### config.mk
export PLATFORM = sky130hd
export DESIGN_NAME = sql_token_lexer_top
export DESIGN_NICKNAME = d
export VERILOG_FILES = /design/src/hdl/sqltl_pkg.sv /design/src/hdl/sqltl_kw_match.sv /design/src/hdl/sql_token_lexer_top.sv
export SDC_FILE = /design/constraint.sdc
export NUM_CORES = 1
export LEC_CHECK = 0
export BUFFER_PORTS_ARGS = -buffer_cell sky130_fd_sc_hd__buf_2
export CAP_MARGIN = 25
export CORE_MARGIN = 5
export CORE_UTILIZATION = 60
export CTS_BUF_LIST = sky130_fd_sc_hd__clkbuf_16
export DETAILED_ROUTE_END_ITERATION = 7
export PLACE_DENSITY = 0.78
export SETUP_SLACK_MARGIN = 0.3
export SYNTH_ARGS = -nofsm -noshare
export SYNTH_HDL_FRONTEND = slang
export SYNTH_SLANG_ARGS = --single-unit
### constraint.sdc
create_clock -name i_clk -period 10.5 [get_ports i_clk]
set_clock_uncertainty 0.15 [all_clocks]
set_input_delay 1.05 -clock i_clk [delete_from_list [all_inputs] [get_ports i_clk]]
set_output_delay 1.05 -clock i_clk [all_outputs]
set_load 0.1 [all_outputs]
### src/hdl/sqltl_pkg.sv
package sqltl_pkg;

    localparam int KEYWORD_MAX_LEN = 10;
    localparam int POSITION_BITS   = 16;

    localparam int KW_COUNT   = 69;
    localparam int KW_ROW_LEN = 10;

    // record kinds
    localparam logic [1:0] REC_VALUE = 2'd0;
    localparam logic [1:0] REC_TOKEN = 2'd1;
    localparam logic [1:0] REC_ERROR = 2'd2;

    // token types
    localparam logic [6:0] TOK_IDENT  = 7'd0;
    localparam logic [6:0] TOK_STRING = 7'd1;
    localparam logic [6:0] TOK_NUMBER = 7'd2;
    localparam logic [6:0] TOK_KW0    = 7'd3;
    localparam logic [6:0] TOK_EQ     = 7'd72;
    localparam logic [6:0] TOK_NE     = 7'd73;
    localparam logic [6:0] TOK_LT     = 7'd74;
    localparam logic [6:0] TOK_LE     = 7'd75;
    localparam logic [6:0] TOK_GT     = 7'd76;
    localparam logic [6:0] TOK_GE     = 7'd77;
    localparam logic [6:0] TOK_PLUS   = 7'd78;
    localparam logic [6:0] TOK_MINUS  = 7'd79;
    localparam logic [6:0] TOK_STAR   = 7'd80;
    localparam logic [6:0] TOK_SLASH  = 7'd81;
    localparam logic [6:0] TOK_MOD    = 7'd82;
    localparam logic [6:0] TOK_CONCAT = 7'd83;
    localparam logic [6:0] TOK_LPAREN = 7'd84;
    localparam logic [6:0] TOK_RPAREN = 7'd85;
    localparam logic [6:0] TOK_COMMA  = 7'd86;
    localparam logic [6:0] TOK_DOT    = 7'd87;
    localparam logic [6:0] TOK_SEMI   = 7'd88;
    localparam logic [6:0] TOK_EOF    = 7'd89;

    // error codes
    localparam logic [2:0] ERR_NONE      = 3'd0;
    localparam logic [2:0] ERR_BLOCK_CMT = 3'd1;
    localparam logic [2:0] ERR_STRING    = 3'd2;
    localparam logic [2:0] ERR_QIDENT    = 3'd3;
    localparam logic [2:0] ERR_LEAD_ZERO = 3'd4;
    localparam logic [2:0] ERR_BAD_CHAR  = 3'd5;

    localparam logic [79:0] KW_TEXT [KW_COUNT] = '{
        "SELECT", "FROM", "WHERE", "INSERT", "INTO", "VALUES", "UPDATE", "SET",
        "DELETE", "CREATE", "TABLE", "DROP", "ALTER", "ADD", "MODIFY", "PRIMARY",
        "KEY", "NOT", "NULL", "UNIQUE", "FOREIGN", "REFERENCES", "DEFAULT",
        "CHECK", "CONSTRAINT", "AND", "OR", "IN", "BETWEEN", "LIKE", "IS",
        "ORDER", "BY", "GROUP", "HAVING", "LIMIT", "OFFSET", "DISTINCT", "INNER",
        "LEFT", "RIGHT", "FULL", "OUTER", "JOIN", "ON", "USING", "UNION",
        "INTERSECT", "EXCEPT", "CASE", "WHEN", "THEN", "ELSE", "END", "AS", "ASC",
        "DESC", "INT", "BIGINT", "FLOAT", "DOUBLE", "DECIMAL", "VARCHAR", "CHAR",
        "BOOLEAN", "DATE", "TIMESTAMP", "TEXT", "BLOB"
    };

    localparam int KW_LEN [KW_COUNT] = '{
        6, 4, 5, 6, 4, 6, 6, 3, 6, 6, 5, 4, 5, 3, 6, 7, 3, 3, 4, 6, 7, 10, 7,
        5, 10, 3, 2, 2, 7, 4, 2, 5, 2, 5, 6, 5, 6, 8, 5, 4, 5, 4, 5, 4, 2, 5, 5,
        9, 6, 4, 4, 4, 4, 3, 2, 3, 4, 3, 6, 5, 6, 7, 7, 4, 7, 4, 9, 4, 4
    };

    // literals are right-justified: first character is the highest used byte
    function automatic logic [7:0] kw_char(int k, int i);
        return KW_TEXT[k][8*(KW_LEN[k]-1-i) +: 8];
    endfunction

    function automatic logic is_space(logic [7:0] c);
        return (c == 8'h20) || (c >= 8'd9 && c <= 8'd13);
    endfunction

    function automatic logic is_digit(logic [7:0] c);
        return (c >= "0") && (c <= "9");
    endfunction

    function automatic logic is_alpha(logic [7:0] c);
        return ((c >= "A") && (c <= "Z")) || ((c >= "a") && (c <= "z"));
    endfunction

    function automatic logic is_word(logic [7:0] c);
        return is_alpha(c) || is_digit(c) || (c == "_");
    endfunction

    function automatic logic [7:0] to_upper(logic [7:0] c);
        return ((c >= "a") && (c <= "z")) ? c - 8'd32 : c;
    endfunction

endpackage

### src/hdl/sqltl_kw_match.sv
module sqltl_kw_match #(
    parameter int KEYWORD_MAX_LEN = sqltl_pkg::KEYWORD_MAX_LEN
) (
    input  logic [7:0]                           i_buf [KEYWORD_MAX_LEN],
    input  logic [$clog2(KEYWORD_MAX_LEN+1)-1:0] i_len,
    input  logic                                 i_long,
    output logic [6:0]                           o_type
);
    localparam int LW = $clog2(KEYWORD_MAX_LEN + 1);

    // all rows compared in parallel; keywords are unique so at most one hits
    always_comb begin
        logic hit;
        o_type = sqltl_pkg::TOK_IDENT;
        for (int k = 0; k < sqltl_pkg::KW_COUNT; k++) begin
            hit = (i_len == LW'(sqltl_pkg::KW_LEN[k]));
            for (int i = 0; i < sqltl_pkg::KW_ROW_LEN; i++) begin
                if (i < sqltl_pkg::KW_LEN[k] && i_buf[i] != sqltl_pkg::kw_char(k, i))
                    hit = 1'b0;
            end
            if (hit && !i_long)
                o_type = 7'(sqltl_pkg::TOK_KW0 + 7'(k));
        end
    end
endmodule

### src/hdl/sql_token_lexer_top.sv
// channel | valid   | stall   | payload
// input   | i_valid | o_stall | i_char_in, i_end_of_text
// output  | o_valid | i_stall | o_record_kind, o_token_type, o_value_char, o_token_line,
//         |         |         | o_token_column, o_error_code, o_last
// Each byte is lexed combinationally; its records (at most two) land in a two-entry
// output buffer. A byte is taken each cycle while it yields at most one record and
// i_stall is low; a byte yielding two records holds the input while the buffer drains.
// i_rst_n is synchronous, active low; an end-of-text beat also returns the lexer to reset.
// o_stall rises only while the buffer holds records that will not all leave this cycle.
module sql_token_lexer_top #(
    parameter int KEYWORD_MAX_LEN = sqltl_pkg::KEYWORD_MAX_LEN,
    parameter int POSITION_BITS   = sqltl_pkg::POSITION_BITS
) (
    input  logic                     i_clk,
    input  logic                     i_rst_n,
    input  logic                     i_valid,
    output logic                     o_stall,
    input  logic [7:0]               i_char_in,
    input  logic                     i_end_of_text,
    output logic                     o_valid,
    input  logic                     i_stall,
    output logic [1:0]               o_record_kind,
    output logic [6:0]               o_token_type,
    output logic [7:0]               o_value_char,
    output logic [POSITION_BITS-1:0] o_token_line,
    output logic [POSITION_BITS-1:0] o_token_column,
    output logic [2:0]               o_error_code,
    output logic                     o_last
);
    localparam int PB = POSITION_BITS;
    localparam int K  = KEYWORD_MAX_LEN;
    localparam int LW = $clog2(K + 1);
    localparam int KI = $clog2(K);

    localparam logic [3:0] M_IDLE       = 4'd0;
    localparam logic [3:0] M_IDENT      = 4'd1;
    localparam logic [3:0] M_NUMBER     = 4'd2;
    localparam logic [3:0] M_STRING     = 4'd3;
    localparam logic [3:0] M_STRING_ESC = 4'd4;
    localparam logic [3:0] M_QIDENT     = 4'd5;
    localparam logic [3:0] M_QIDENT_ESC = 4'd6;
    localparam logic [3:0] M_LINE_CMT   = 4'd7;
    localparam logic [3:0] M_BLOCK_CMT  = 4'd8;
    localparam logic [3:0] M_BLOCK_STAR = 4'd9;
    localparam logic [3:0] M_PEND       = 4'd10;

    typedef struct packed {
        logic [1:0]    kind;
        logic [6:0]    ttype;
        logic [7:0]    val;
        logic [PB-1:0] ln;
        logic [PB-1:0] col;
        logic [2:0]    err;
    } t_rec;

    function automatic t_rec mk(logic [1:0] kind, logic [6:0] ttype, logic [7:0] val,
                                logic [PB-1:0] ln, logic [PB-1:0] col, logic [2:0] err);
        t_rec r;
        r.kind = kind; r.ttype = ttype; r.val = val;
        r.ln = ln; r.col = col; r.err = err;
        return r;
    endfunction

    logic [3:0]    r_mode, n_mode;
    logic [7:0]    r_kbuf [K];
    logic [7:0]    n_kbuf [K];
    logic [LW-1:0] r_len, n_len;
    logic          r_long, n_long;
    logic [7:0]    r_pend, n_pend;
    logic          r_dot, n_dot;
    logic          r_lz, n_lz;
    logic          r_nmulti, n_nmulti;
    logic [PB-1:0] r_cur_ln, n_cur_ln, r_cur_col, n_cur_col;
    logic [PB-1:0] r_st_ln, n_st_ln, r_st_col, n_st_col;
    logic          r_halt, n_halt;

    t_rec          r_q0, r_q1;
    logic [1:0]    r_qn;

    t_rec          w_rec [2];
    logic [1:0]    w_cnt;
    logic [6:0]    w_kw;
    logic          w_in_acc, w_out_acc;

    sqltl_kw_match #(.KEYWORD_MAX_LEN(K)) u_kw (
        .i_buf  (r_kbuf),
        .i_len  (r_len),
        .i_long (r_long),
        .o_type (w_kw)
    );

    assign o_valid   = (r_qn != 2'd0);
    assign w_out_acc = o_valid && !i_stall;
    assign o_stall   = (r_qn > 2'd1) || ((r_qn == 2'd1) && i_stall);
    assign w_in_acc  = i_valid && !o_stall;

    assign o_record_kind  = r_q0.kind;
    assign o_token_type   = r_q0.ttype;
    assign o_value_char   = r_q0.val;
    assign o_token_line   = r_q0.ln;
    assign o_token_column = r_q0.col;
    assign o_error_code   = r_q0.err;
    assign o_last         = (r_qn == 2'd1);

    always_comb begin
        logic [7:0] c;
        logic       fin;
        logic       do_begin;
        logic [6:0] t;
        c        = i_char_in;
        fin      = !r_halt && (i_end_of_text || c == 8'd0);
        do_begin = 1'b0;
        t        = sqltl_pkg::TOK_IDENT;
        w_cnt    = 2'd0;
        w_rec[0] = '0;
        w_rec[1] = '0;
        n_mode   = r_mode;
        n_kbuf   = r_kbuf;
        n_len    = r_len;
        n_long   = r_long;
        n_pend   = r_pend;
        n_dot    = r_dot;
        n_lz     = r_lz;
        n_nmulti = r_nmulti;
        n_cur_ln = r_cur_ln;
        n_cur_col = r_cur_col;
        n_st_ln  = r_st_ln;
        n_st_col = r_st_col;
        n_halt   = r_halt;

        if (fin) begin
            case (r_mode)
                M_IDENT: begin
                    w_rec[w_cnt[0]] = mk(sqltl_pkg::REC_TOKEN, w_kw, 8'd0, r_st_ln, r_st_col,
                                         sqltl_pkg::ERR_NONE);
                    w_cnt = w_cnt + 2'd1;
                end
                M_NUMBER: begin
                    if (!r_dot && r_lz && r_nmulti) begin
                        w_rec[w_cnt[0]] = mk(sqltl_pkg::REC_ERROR, 7'd0, 8'd0, r_st_ln,
                                             r_st_col, sqltl_pkg::ERR_LEAD_ZERO);
                        n_halt = 1'b1;
                    end else begin
                        w_rec[w_cnt[0]] = mk(sqltl_pkg::REC_TOKEN, sqltl_pkg::TOK_NUMBER, 8'd0,
                                             r_st_ln, r_st_col, sqltl_pkg::ERR_NONE);
                    end
                    w_cnt = w_cnt + 2'd1;
                end
                M_STRING, M_STRING_ESC: begin
                    w_rec[w_cnt[0]] = mk(sqltl_pkg::REC_ERROR, 7'd0, 8'd0, r_st_ln, r_st_col,
                                         sqltl_pkg::ERR_STRING);
                    w_cnt = w_cnt + 2'd1;
                    n_halt = 1'b1;
                end
                M_QIDENT, M_QIDENT_ESC: begin
                    w_rec[w_cnt[0]] = mk(sqltl_pkg::REC_ERROR, 7'd0, 8'd0, r_st_ln, r_st_col,
                                         sqltl_pkg::ERR_QIDENT);
                    w_cnt = w_cnt + 2'd1;
                    n_halt = 1'b1;
                end
                M_BLOCK_CMT, M_BLOCK_STAR: begin
                    w_rec[w_cnt[0]] = mk(sqltl_pkg::REC_ERROR, 7'd0, 8'd0, r_st_ln, r_st_col,
                                         sqltl_pkg::ERR_BLOCK_CMT);
                    w_cnt = w_cnt + 2'd1;
                    n_halt = 1'b1;
                end
                M_PEND: begin
                    if (r_pend == "-" || r_pend == "/" || r_pend == "<" || r_pend == ">") begin
                        t = (r_pend == "-") ? sqltl_pkg::TOK_MINUS :
                            (r_pend == "/") ? sqltl_pkg::TOK_SLASH :
                            (r_pend == "<") ? sqltl_pkg::TOK_LT : sqltl_pkg::TOK_GT;
                        w_rec[w_cnt[0]] = mk(sqltl_pkg::REC_TOKEN, t, 8'd0, r_st_ln, r_st_col,
                                             sqltl_pkg::ERR_NONE);
                    end else begin
                        w_rec[w_cnt[0]] = mk(sqltl_pkg::REC_ERROR, 7'd0, 8'd0, r_st_ln,
                                             r_st_col, sqltl_pkg::ERR_BAD_CHAR);
                        n_halt = 1'b1;
                    end
                    w_cnt = w_cnt + 2'd1;
                end
                default: ;
            endcase
            if (!n_halt) begin
                w_rec[w_cnt[0]] = mk(sqltl_pkg::REC_TOKEN, sqltl_pkg::TOK_EOF, 8'd0, r_cur_ln,
                                     r_cur_col, sqltl_pkg::ERR_NONE);
                w_cnt = w_cnt + 2'd1;
            end
            n_mode = M_IDLE;
            n_halt = 1'b1;
        end else if (!r_halt && !i_end_of_text) begin
            case (r_mode)
                M_IDENT: begin
                    if (sqltl_pkg::is_word(c)) begin
                        if (r_len >= LW'(K)) begin
                            n_long = 1'b1;
                        end else begin
                            n_kbuf[r_len[KI-1:0]] = sqltl_pkg::to_upper(c);
                            n_len = r_len + 1'b1;
                        end
                        w_rec[w_cnt[0]] = mk(sqltl_pkg::REC_VALUE, 7'd0, c, r_st_ln, r_st_col,
                                             sqltl_pkg::ERR_NONE);
                        w_cnt = w_cnt + 2'd1;
                    end else begin
                        w_rec[w_cnt[0]] = mk(sqltl_pkg::REC_TOKEN, w_kw, 8'd0, r_st_ln,
                                             r_st_col, sqltl_pkg::ERR_NONE);
                        w_cnt = w_cnt + 2'd1;
                        n_mode = M_IDLE;
                        do_begin = 1'b1;
                    end
                end
                M_NUMBER: begin
                    if (sqltl_pkg::is_digit(c) || (c == "." && !r_dot)) begin
                        if (c == ".") n_dot = 1'b1;
                        n_nmulti = 1'b1;
                        w_rec[w_cnt[0]] = mk(sqltl_pkg::REC_VALUE, 7'd0, c, r_st_ln, r_st_col,
                                             sqltl_pkg::ERR_NONE);
                        w_cnt = w_cnt + 2'd1;
                    end else begin
                        if (!r_dot && r_lz && r_nmulti) begin
                            w_rec[w_cnt[0]] = mk(sqltl_pkg::REC_ERROR, 7'd0, 8'd0, r_st_ln,
                                                 r_st_col, sqltl_pkg::ERR_LEAD_ZERO);
                            n_halt = 1'b1;
                        end else begin
                            w_rec[w_cnt[0]] = mk(sqltl_pkg::REC_TOKEN, sqltl_pkg::TOK_NUMBER,
                                                 8'd0, r_st_ln, r_st_col, sqltl_pkg::ERR_NONE);
                            do_begin = 1'b1;
                        end
                        w_cnt = w_cnt + 2'd1;
                        n_mode = M_IDLE;
                    end
                end
                M_STRING, M_QIDENT: begin
                    if ((r_mode == M_STRING && c == "'") || (r_mode == M_QIDENT && c == "\"")) begin
                        t = (r_mode == M_STRING) ? sqltl_pkg::TOK_STRING : sqltl_pkg::TOK_IDENT;
                        w_rec[w_cnt[0]] = mk(sqltl_pkg::REC_TOKEN, t, 8'd0, r_st_ln, r_st_col,
                                             sqltl_pkg::ERR_NONE);
                        w_cnt = w_cnt + 2'd1;
                        n_mode = M_IDLE;
                    end else if (c == "\\") begin
                        n_mode = (r_mode == M_STRING) ? M_STRING_ESC : M_QIDENT_ESC;
                    end else begin
                        w_rec[w_cnt[0]] = mk(sqltl_pkg::REC_VALUE, 7'd0, c, r_st_ln, r_st_col,
                                             sqltl_pkg::ERR_NONE);
                        w_cnt = w_cnt + 2'd1;
                    end
                end
                M_STRING_ESC: begin
                    w_rec[w_cnt[0]] = mk(sqltl_pkg::REC_VALUE, 7'd0,
                                         (c == "n") ? 8'd10 : (c == "t") ? 8'd9 :
                                         (c == "r") ? 8'd13 : c,
                                         r_st_ln, r_st_col, sqltl_pkg::ERR_NONE);
                    w_cnt = w_cnt + 2'd1;
                    n_mode = M_STRING;
                end
                M_QIDENT_ESC: begin
                    w_rec[w_cnt[0]] = mk(sqltl_pkg::REC_VALUE, 7'd0, c, r_st_ln, r_st_col,
                                         sqltl_pkg::ERR_NONE);
                    w_cnt = w_cnt + 2'd1;
                    n_mode = M_QIDENT;
                end
                M_LINE_CMT: begin
                    if (c == 8'd10) n_mode = M_IDLE;
                end
                M_BLOCK_CMT: begin
                    if (c == "*") n_mode = M_BLOCK_STAR;
                end
                M_BLOCK_STAR: begin
                    if (c == "/") n_mode = M_IDLE;
                    else if (c != "*") n_mode = M_BLOCK_CMT;
                end
                M_PEND: begin
                    n_mode = M_IDLE;
                    if (r_pend == "-" && c == "-") begin
                        n_mode = M_LINE_CMT;
                    end else if (r_pend == "/" && c == "*") begin
                        n_mode = M_BLOCK_CMT;
                    end else if ((r_pend == "!" || r_pend == "|") &&
                                 !(r_pend == "!" && c == "=") && !(r_pend == "|" && c == "|")) begin
                        // lone '!' or '|'
                        w_rec[w_cnt[0]] = mk(sqltl_pkg::REC_ERROR, 7'd0, 8'd0, r_st_ln,
                                             r_st_col, sqltl_pkg::ERR_BAD_CHAR);
                        w_cnt = w_cnt + 2'd1;
                        n_halt = 1'b1;
                    end else begin
                        // two-char forms consume c; one-char forms re-lex it
                        do_begin = 1'b1;
                        case (r_pend)
                            "-": t = sqltl_pkg::TOK_MINUS;
                            "/": t = sqltl_pkg::TOK_SLASH;
                            "<": begin
                                t = sqltl_pkg::TOK_LT;
                                if (c == "=") begin
                                    t = sqltl_pkg::TOK_LE; do_begin = 1'b0;
                                end else if (c == ">") begin
                                    t = sqltl_pkg::TOK_NE; do_begin = 1'b0;
                                end
                            end
                            ">": begin
                                t = sqltl_pkg::TOK_GT;
                                if (c == "=") begin
                                    t = sqltl_pkg::TOK_GE; do_begin = 1'b0;
                                end
                            end
                            "!": begin
                                t = sqltl_pkg::TOK_NE; do_begin = 1'b0;
                            end
                            default: begin
                                t = sqltl_pkg::TOK_CONCAT; do_begin = 1'b0;
                            end
                        endcase
                        w_rec[w_cnt[0]] = mk(sqltl_pkg::REC_TOKEN, t, 8'd0, r_st_ln, r_st_col,
                                             sqltl_pkg::ERR_NONE);
                        w_cnt = w_cnt + 2'd1;
                    end
                end
                default: begin
                    n_mode = M_IDLE;
                    do_begin = 1'b1;
                end
            endcase

            if (do_begin) begin
                n_st_ln  = r_cur_ln;
                n_st_col = r_cur_col;
                if (sqltl_pkg::is_space(c)) begin
                    n_mode = M_IDLE;
                end else if (c == "-" || c == "/" || c == "<" || c == ">" || c == "!" ||
                             c == "|") begin
                    n_pend = c;
                    n_mode = M_PEND;
                end else if (c == "'") begin
                    n_mode = M_STRING;
                end else if (c == "\"") begin
                    n_mode = M_QIDENT;
                end else if (sqltl_pkg::is_digit(c)) begin
                    n_mode   = M_NUMBER;
                    n_dot    = 1'b0;
                    n_lz     = (c == "0");
                    n_nmulti = 1'b0;
                    w_rec[w_cnt[0]] = mk(sqltl_pkg::REC_VALUE, 7'd0, c, r_cur_ln, r_cur_col,
                                         sqltl_pkg::ERR_NONE);
                    w_cnt = w_cnt + 2'd1;
                end else if (sqltl_pkg::is_alpha(c) || c == "_") begin
                    n_mode    = M_IDENT;
                    n_long    = 1'b0;
                    n_kbuf[0] = sqltl_pkg::to_upper(c);
                    n_len     = LW'(1);
                    w_rec[w_cnt[0]] = mk(sqltl_pkg::REC_VALUE, 7'd0, c, r_cur_ln, r_cur_col,
                                         sqltl_pkg::ERR_NONE);
                    w_cnt = w_cnt + 2'd1;
                end else begin
                    n_mode = M_IDLE;
                    case (c)
                        "(":     t = sqltl_pkg::TOK_LPAREN;
                        ")":     t = sqltl_pkg::TOK_RPAREN;
                        ",":     t = sqltl_pkg::TOK_COMMA;
                        ".":     t = sqltl_pkg::TOK_DOT;
                        ";":     t = sqltl_pkg::TOK_SEMI;
                        "*":     t = sqltl_pkg::TOK_STAR;
                        "=":     t = sqltl_pkg::TOK_EQ;
                        "+":     t = sqltl_pkg::TOK_PLUS;
                        "%":     t = sqltl_pkg::TOK_MOD;
                        default: t = sqltl_pkg::TOK_EOF;
                    endcase
                    if (t == sqltl_pkg::TOK_EOF) begin
                        w_rec[w_cnt[0]] = mk(sqltl_pkg::REC_ERROR, 7'd0, 8'd0, r_cur_ln,
                                             r_cur_col, sqltl_pkg::ERR_BAD_CHAR);
                        n_halt = 1'b1;
                    end else begin
                        w_rec[w_cnt[0]] = mk(sqltl_pkg::REC_TOKEN, t, 8'd0, r_cur_ln,
                                             r_cur_col, sqltl_pkg::ERR_NONE);
                    end
                    w_cnt = w_cnt + 2'd1;
                end
            end

            if (c == 8'd10) begin
                n_cur_ln  = (r_cur_ln == '1) ? r_cur_ln : r_cur_ln + 1'b1;
                n_cur_col = PB'(1);
            end else begin
                n_cur_col = (r_cur_col == '1) ? r_cur_col : r_cur_col + 1'b1;
            end
        end

        if (i_end_of_text) begin
            n_mode    = M_IDLE;
            n_len     = '0;
            n_long    = 1'b0;
            n_pend    = 8'd0;
            n_dot     = 1'b0;
            n_lz      = 1'b0;
            n_nmulti  = 1'b0;
            n_cur_ln  = PB'(1);
            n_cur_col = PB'(1);
            n_st_ln   = PB'(1);
            n_st_col  = PB'(1);
            n_halt    = 1'b0;
        end
    end

    always_ff @(posedge i_clk) begin
        if (!i_rst_n) begin
            r_mode    <= M_IDLE;
            r_len     <= '0;
            r_long    <= 1'b0;
            r_pend    <= 8'd0;
            r_dot     <= 1'b0;
            r_lz      <= 1'b0;
            r_nmulti  <= 1'b0;
            r_cur_ln  <= PB'(1);
            r_cur_col <= PB'(1);
            r_st_ln   <= PB'(1);
            r_st_col  <= PB'(1);
            r_halt    <= 1'b0;
        end else if (w_in_acc) begin
            r_mode    <= n_mode;
            r_len     <= n_len;
            r_long    <= n_long;
            r_pend    <= n_pend;
            r_dot     <= n_dot;
            r_lz      <= n_lz;
            r_nmulti  <= n_nmulti;
            r_cur_ln  <= n_cur_ln;
            r_cur_col <= n_cur_col;
            r_st_ln   <= n_st_ln;
            r_st_col  <= n_st_col;
            r_halt    <= n_halt;
        end
    end

    always_ff @(posedge i_clk) begin
        if (w_in_acc) r_kbuf <= n_kbuf;
    end

    // output buffer: q0 is on the port, q1 waits behind it
    always_ff @(posedge i_clk) begin
        if (!i_rst_n) begin
            r_qn <= 2'd0;
        end else if (w_in_acc && w_cnt != 2'd0) begin
            r_qn <= w_cnt;
        end else if (w_out_acc) begin
            r_qn <= r_qn - 2'd1;
        end
    end

    always_ff @(posedge i_clk) begin
        if (w_in_acc && w_cnt != 2'd0) begin
            r_q0 <= w_rec[0];
            r_q1 <= w_rec[1];
        end else if (w_out_acc) begin
            r_q0 <= r_q1;
        end
    end

    a_qn_range: assert property (@(posedge i_clk) disable iff (!i_rst_n)
        r_qn != 2'd3) else $error("output buffer count out of range");

    a_halt_quiet: assert property (@(posedge i_clk) disable iff (!i_rst_n)
        (r_halt && !i_end_of_text) |-> (w_cnt == 2'd0))
        else $error("records produced while halted");

    a_eot_rearm: assert property (@(posedge i_clk) disable iff (!i_rst_n)
        (w_in_acc && i_end_of_text) |=> (r_mode == M_IDLE && !r_halt))
        else $error("lexer not re-armed after end of text");

    a_pos_nonzero: assert property (@(posedge i_clk) disable iff (!i_rst_n)
        (r_cur_ln != '0) && (r_cur_col != '0) && (r_st_ln != '0) && (r_st_col != '0))
        else $error("position counter wrapped to zero");

    a_no_load_busy: assert property (@(posedge i_clk) disable iff (!i_rst_n)
        (r_qn == 2'd2) |-> !w_in_acc) else $error("input taken over full buffer");
endmodule

After elaboration in Yosys (flattened, before gate mapping)
Cells that the tools add are included.

word-level totals
  register bits after elaboration = 271
  input port bits = 13

cells by class
  muxes and demuxes = 620
  magnitude comparators = 16
  equality and inequality tests = 185
  add/subtract/negate cells = 7
  bitwise gates (word level) = 5
  reductions and logical operators = 148

operators by type and width
  operator                                                               number
  104-bit 2-to-1 mux                                                     11
  8-bit by 7-bit != test with 1-bit output, second input constant        117
  52-bit 2-to-1 mux                                                      13
  52-bit one-hot mux with 6 select lines                                 2
  7-bit 2-to-1 mux                                                       77
  104-bit bitwise mux                                                    4
  1-bit 2-to-1 mux                                                       407
  16-bit 2-to-1 mux                                                      18
  80-bit 2-to-1 mux                                                      3
  8-bit by 6-bit equality test with 1-bit output, second input constant  23
  8-bit 2-to-1 mux                                                       18
  4-bit 2-to-1 mux                                                       29
  52-bit demux with 1-bit select                                         2
  51-bit 2-to-1 mux                                                      2
  1-bit logical AND                                                      93
  80-bit bitwise mux                                                     1
  8-bit by 7-bit equality test with 1-bit output, second input constant  7
  5-bit one-hot mux with 9 select lines                                  1
  43-bit 2-to-1 mux                                                      1
  2-bit 2-to-1 mux                                                       18
  4-bit one-hot mux with 9 select lines                                  1
  16-bit by 1-bit adder with 16-bit output, second input constant        2
  8-bit demux with 4-bit select                                          1
  16-bit equality test, second input constant                            2
  other kinds (54)                                                       128

Longest topological paths before layout
  depth in word-level cells = 93
  gate-level depth with buffers = 15
  depth with buffers taken out = 11

By module
Synthesis repeated with hierarchy kept, for this count alone.

unflattened totals
  cell total of the unflattened synthesis = 1622
  area total of the unflattened synthesis = 16094.2 um^2

modules (own cells, without submodules)
  module               cells an instance  area an instance (um^2)  instances
  sql_token_lexer_top  1145               12886.1                  1
  sqltl_kw_match       477                3208.1                   1

Worst setup path before layout
Ideal clock, no wire load.

  path type = input port to flip-flop
  start = in i_char_in[6]
  end = reg r_q0, in the netlist o_error_code[0], enable pin
  path slack = 4.064 ns
  arrival = 5.386 ns
  buffers on the path = 3
  cell stages on the path = 13
  data required time = 9.451 ns
  cell sequence = or4b_1 -> clkbuf_1 -> nor4_1 -> a221o_1 -> a21boi_1 -> inv_1 -> ha_1 -> nor2_1 -> mux2i_1 -> o21ai_1 -> buf_2 -> buf_2 -> o21ai_0

on the way
  longest elaborated chain between the ends = 18
  elaborated cells on any way between the ends = 81
  classes of those cells = add/sub: 1; order compare: 8; eq/ne: 14; mux: 26; reduce/logical: 32

ends and longest elaborated chain
  item                                                                      RTL line                                                                            source
  start, declared                                                           sql_token_lexer_top.sv:18                                                           input logic [7:0] i_char_in,
  8-bit by 6-bit equality test with 1-bit output, on equally long branches  n/a
  1-bit logical AND, on equally long branches                               sql_token_lexer_top.sv:275, sql_token_lexer_top.sv:233
  1-bit 2-to-1 mux or 1-bit logical OR (tied branches)                      sql_token_lexer_top.sv:275, sql_token_lexer_top.sv:233
  1-bit 2-to-1 mux, on equally long branches                                sql_token_lexer_top.sv:273, sql_token_lexer_top.sv:233
  1-bit one-hot mux with 3 select lines                                     sql_token_lexer_top.sv:191                                                          case (r_mode)
  2-bit 2-to-1 mux                                                          sql_token_lexer_top.sv:190                                                          end else if (!r_halt && !i_end_of_text) begin
  2-bit 2-to-1 mux                                                          sql_token_lexer_top.sv:131                                                          if (fin) begin
  2-bit by 1-bit adder with 2-bit output                                    sql_token_lexer_top.sv:342, sql_token_lexer_top.sv:350, sql_token_lexer_top.sv:373
  (+2 left out)                                                             n/a
  2-bit 2-to-1 mux                                                          sql_token_lexer_top.sv:327                                                          end else if (c == "-" || c == "/" || c == "<" || c == ">" || c == "!" ||
  2-bit 2-to-1 mux                                                          sql_token_lexer_top.sv:325                                                          if (sqltl_pkg::is_space(c)) begin
  2-bit 2-to-1 mux                                                          sql_token_lexer_top.sv:322                                                          if (do_begin) begin
  2-bit 2-to-1 mux                                                          sql_token_lexer_top.sv:190
  2-bit 2-to-1 mux (*)                                                      sql_token_lexer_top.sv:131
  2-bit nonzero test (*)                                                    sql_token_lexer_top.sv:447                                                          if (w_in_acc && w_cnt != 2'd0) begin
  1-bit logical AND (*)                                                     sql_token_lexer_top.sv:447
  2-bit nonzero test (no line) (*)                                          n/a
  end signal, assigned                                                      sql_token_lexer_top.sv:448                                                          r_q0 <= w_rec[0];
  end signal, assigned                                                      sql_token_lexer_top.sv:451                                                          r_q0 <= r_q1;
  end, declared                                                             sql_token_lexer_top.sv:77                                                           t_rec r_q0, r_q1;

Mark *: on every way between the ends. The rest lies on a longest branch, timed or not. The select of a mux whose other input is x is not followed.
A chain may end at the register's enable or synchronous reset.

Worst setup path after layout
  start = in i_char_in[4]
  end = reg r_q0, in the netlist o_token_line[14] (data pin)

on the way
  longest elaborated chain between the ends = 24
  elaborated cells on any way between the ends = 126
  classes of those cells = add/sub: 1; order compare: 10; eq/ne: 21; mux: 60; bitwise: 1; reduce/logical: 33

ends and longest elaborated chain
  item                                                                            RTL line
  branches (longest 23 deep; another with 5-bit one-hot mux with 9 select lines)  n/a
  52-bit 2-to-1 mux (*)                                                           sql_token_lexer_top.sv:447

Every way passes the cells marked *. The select of a mux whose other input is x is not followed.

==> impl_results.md <==
* Status: complete, no violations
* Worst-path clk slew at ~0.07 ns
* GR Overflow Total at 0
* Fraction of layout cells with a size suffix above 1 at slightly below 10%
* Post-CTS sizing at 0
* # hold bufs at CTS at 0
* DIE WIDTH at 172 um
* Synth top area share at 34.0%
* Peak supply drop at approximately 0.26 mV
* First-pass GRT wire length at between 90 and 100 mm
* CP required at roughly 11 ns
* Synth Area in Simple Gates at 34.4%
* GRT Total Usage at 43.5%
* CTS tree: yes
* Fillers at about 1900
* Max FO, Critical Path at 64
* Post-synthesis xor/xnor area fraction at 1.61%
* Post-synth top area cell: edfxtp_1
* Num rows at 59
* Average vias per placed instance at 7.77
* Critical path type: primary input to register
* Synth Register Bits at 266
* CP peak stage delay at 0.85 ns
* Final nets at 1821
* Crit path cell chain: buf_2 > or4b_1 > nor4_1 > a221o_1 > a21boi_1 > inv_1 > ha_1 > nor2_1 > mux2i_1 > o21ai_4 > buf_4 > o21ai_0
* Hold Fails Final Rpt at 0
* Worst EP arrival at 5.88 ns
* Pre-antenna DRT Iters at 7
* Ys Warns at 0
* Post-DP HPWL at 45.6 mm
* Vias in the first global route at 15400
* Number of buffers and inverters on the critical path at 3
* N_diodes at 0
* Slowest-stage cell, CP: or4b_1
* Final antenna-violating net count at 0
* Leak at about 5.7 nW
* Worst-Margin Slew at 1.21 ns
* RR Startpoint: r_mode[0]$_SDFFE_PN0P_
* Most frequent cells in the layout: nand2_1 (179), edfxtp_1 (179), nor2_1 (160)
* Pins Over Slew Limit at 0
* EDFF count, synth at roughly 180
* R2r endpoint: o_token_line[14]$_DFFE_PP_
* Total Wirelength at 66.4 mm
* Hold Crit Class: register to register
* Part of the cycle the worst path needs at 55.4%
* H-tree depth at 1
* CP top delay family: compound AO/OA/AOI/OAI gates
* Tmin final at roughly 5.8 ns
* Mux share of post-synthesis cell area at 0.800%
* DIE AREA at approximately 30000 sq um
* Synth Net Count at 1788
* Worst r2r path cells at 9
* GP Congestion at ~1.2
* Quantity of I/O buffers inserted on ports at 67
* Max Clk Rate at about 0.17 GHz
* Final Util at 66.8%
* Final setup margin at roughly 4.7 ns
* Final Cell Area at around 17000 sq um
* Worst slew margin at 18.4%
* Die H at 172 um
* Max-Cap Viols at 0
* Clock tree buffer depth at 3
* Worst hold endpoint: r_lz$_SDFFE_PN0P_
* Reg2Reg Setup Slack at approximately 5 ns
* Critical hold path startpoint: r_lz$_SDFFE_PN0P_
* RSZ-0062 raised after global routing: no
* Placed cells at 2097
* Final setup viols at 0
* Core footprint at 26000 sq um
* DR iter-0 viols at 3075
* Ys async rst share at 0%
* Synth Flop Type: edfxtp_1
* Wire per inst at 30.9 um
* Multi-input gate area at 8230 sq um
* CTS Buf Count at 27
* Dpl ws at between 4 and 5 ns
* Total power at 3.13 mW
* CTS Sinks at 266
* Yosys cell types at 85
* Crit end category: register
* Area Overhead vs Synth at 9.99%
* Initial Utilization at 60.8%
* Setup TNS at 0 ns
* Seq/Total Area, Yosys at between 40% and 50%
* Drt drc at 0
* Hold Crit Depth at 2
* Syn Inst Count at 1762
* CP startpoint kind: primary input
* Hold_ws at 0.337 ns
* PwrDens at 180 nW/um^2
* Top area cells in the synthesized netlist: edfxtp_1 (34%), dfxtp_1 (11%), nand2_1 (4.3%), nor2_1 (3.8%), nor2b_1 (3.6%)
* Root Buffer: clkbuf_16
* Post-CTS Setup Inserts at 0
* DR vias at 16700
* Largest net degree at the start of global routing at 65
* FF/Latch Area at 7120 sq um
* Largest family of logic cells by synthesized area: simple AND/OR/NAND/NOR gates
* Initial antenna violation count at 2
* Syn Area/Cell at between 8 and 9 sq um
* Synth Area in Compound Gates at 13.8%
* Non-Filler Instances at 2151
* Skew-Pair Late Insertion Delay at about 0.55 ns
* IO Count at 68
* DP Area at 16500 sq um
* Adder-cell share of the synthesized area at 1.03%
* Mapped Area at 15800 sq um
-- logic make-up after synthesis --
| logic type | Yosys count |
|---|---|
| and+or+nand+nor | 981 |
| adders and majority gates | 13 |
| AOI/OAI and AO/OA | 331 |
| DFF | 266 |
| other | 1 |
| buffers and inverters | 129 |
| xor gates and xnor gates | 29 |
| muxes | 12 |
-- routing by layer --
metal  GRT usage, %  vias up  part of all wire (%)
met5              0        -                 0.045
met4           22.9        4                   7.7
met3           11.6      424                    15
met2           65.4     1739                    43
met1           57.9     7781                    35
li1               -     6769                     -
-- Yosys cell counts, types with 12 or more instances --
cell / n
edfxtp_1: 179
nand2_1: 179
nor2_1: 160
nor2b_1: 90
dfxtp_1: 87
nand4_1: 81
nand3_1: 78
nor3_1: 77
o21ai_0: 77
clkbuf_1: 71
nor4_1: 62
and2_1: 50
a31oi_1: 46
a21oi_1: 44
a22oi_1: 35
inv_1: 30
and3_1: 29
nand2b_1: 28
nor4b_1: 24
buf_2: 22
or3_1: 22
nor4bb_1: 21
xor2_1: 18
nand4b_1: 15
ha_1: 13
o21ai_1: 12
or4_1: 12
-- state kept, by name, summed over array words and instances (netlist names), 4 cells and up --
| register | cells |
|---|---|
| r_kbuf | 80 |
| r_q1 | 47 |
| o_token_column | 16 |
| o_token_line | 16 |
| r_cur_col | 16 |
| r_cur_ln | 16 |
| r_st_col | 16 |
| r_st_ln | 16 |
| o_value_char | 8 |
| r_pend | 8 |
| o_token_type | 7 |
| r_len | 4 |
| r_mode | 4 |
-- worst register-to-register path: stages, from the launching register on --
cell and delay, ns:
dfxtp_1 0.65, inv_1 0.27, nor2_1 0.41, nand2_1 0.46
or4_4 0.70, a21oi_1 0.54, mux2i_1 0.25, o21ai_4 0.75
buf_4 0.66, o21ai_0 0.39
-- power breakdown --
group	leakage, nW	internal [mW]	total [mW]	switching [mW]
logic	2.83	0.125	0.877	0.752
clock network	0.457	0.523	0.954	0.431
registers	2.40	1.25	1.30	0.0528
total	5.69	1.90	3.13	1.24
-- cell type report --
| type | instances | area share, % |
|---|---|---|
| multi-input combinational | 1367 | 47.4 |
| sequential | 266 | 41.0 |
| clock buffer | 27 | 3.89 |
| timing repair buffer | 102 | 3.60 |
| tap | 335 | 2.41 |
| clock inverter | 23 | 1.04 |
| inverter | 31 | 0.670 |
-- worst max path at each step --
stage | start | to | slack (ns) | cells after the start
floorplan | i_char_in[6] | o_error_code[0]$_DFFE_PP_ | 4.06 | 13
global route | i_char_in[4] | o_token_line[14]$_DFFE_PP_ | 4.51 | 12
global placement | i_char_in[4] | r_q1[13]$_DFFE_PP_ | 4.64 | 11
CTS | i_char_in[4] | o_token_line[14]$_DFFE_PP_ | 4.98 | 12
detailed placement | i_char_in[4] | o_token_column[11]$_DFFE_PP_ | 4.50 | 12
finish | i_char_in[4] | o_token_line[14]$_DFFE_PP_ | 4.69 | 12
(Power assumes the default switching activity.)
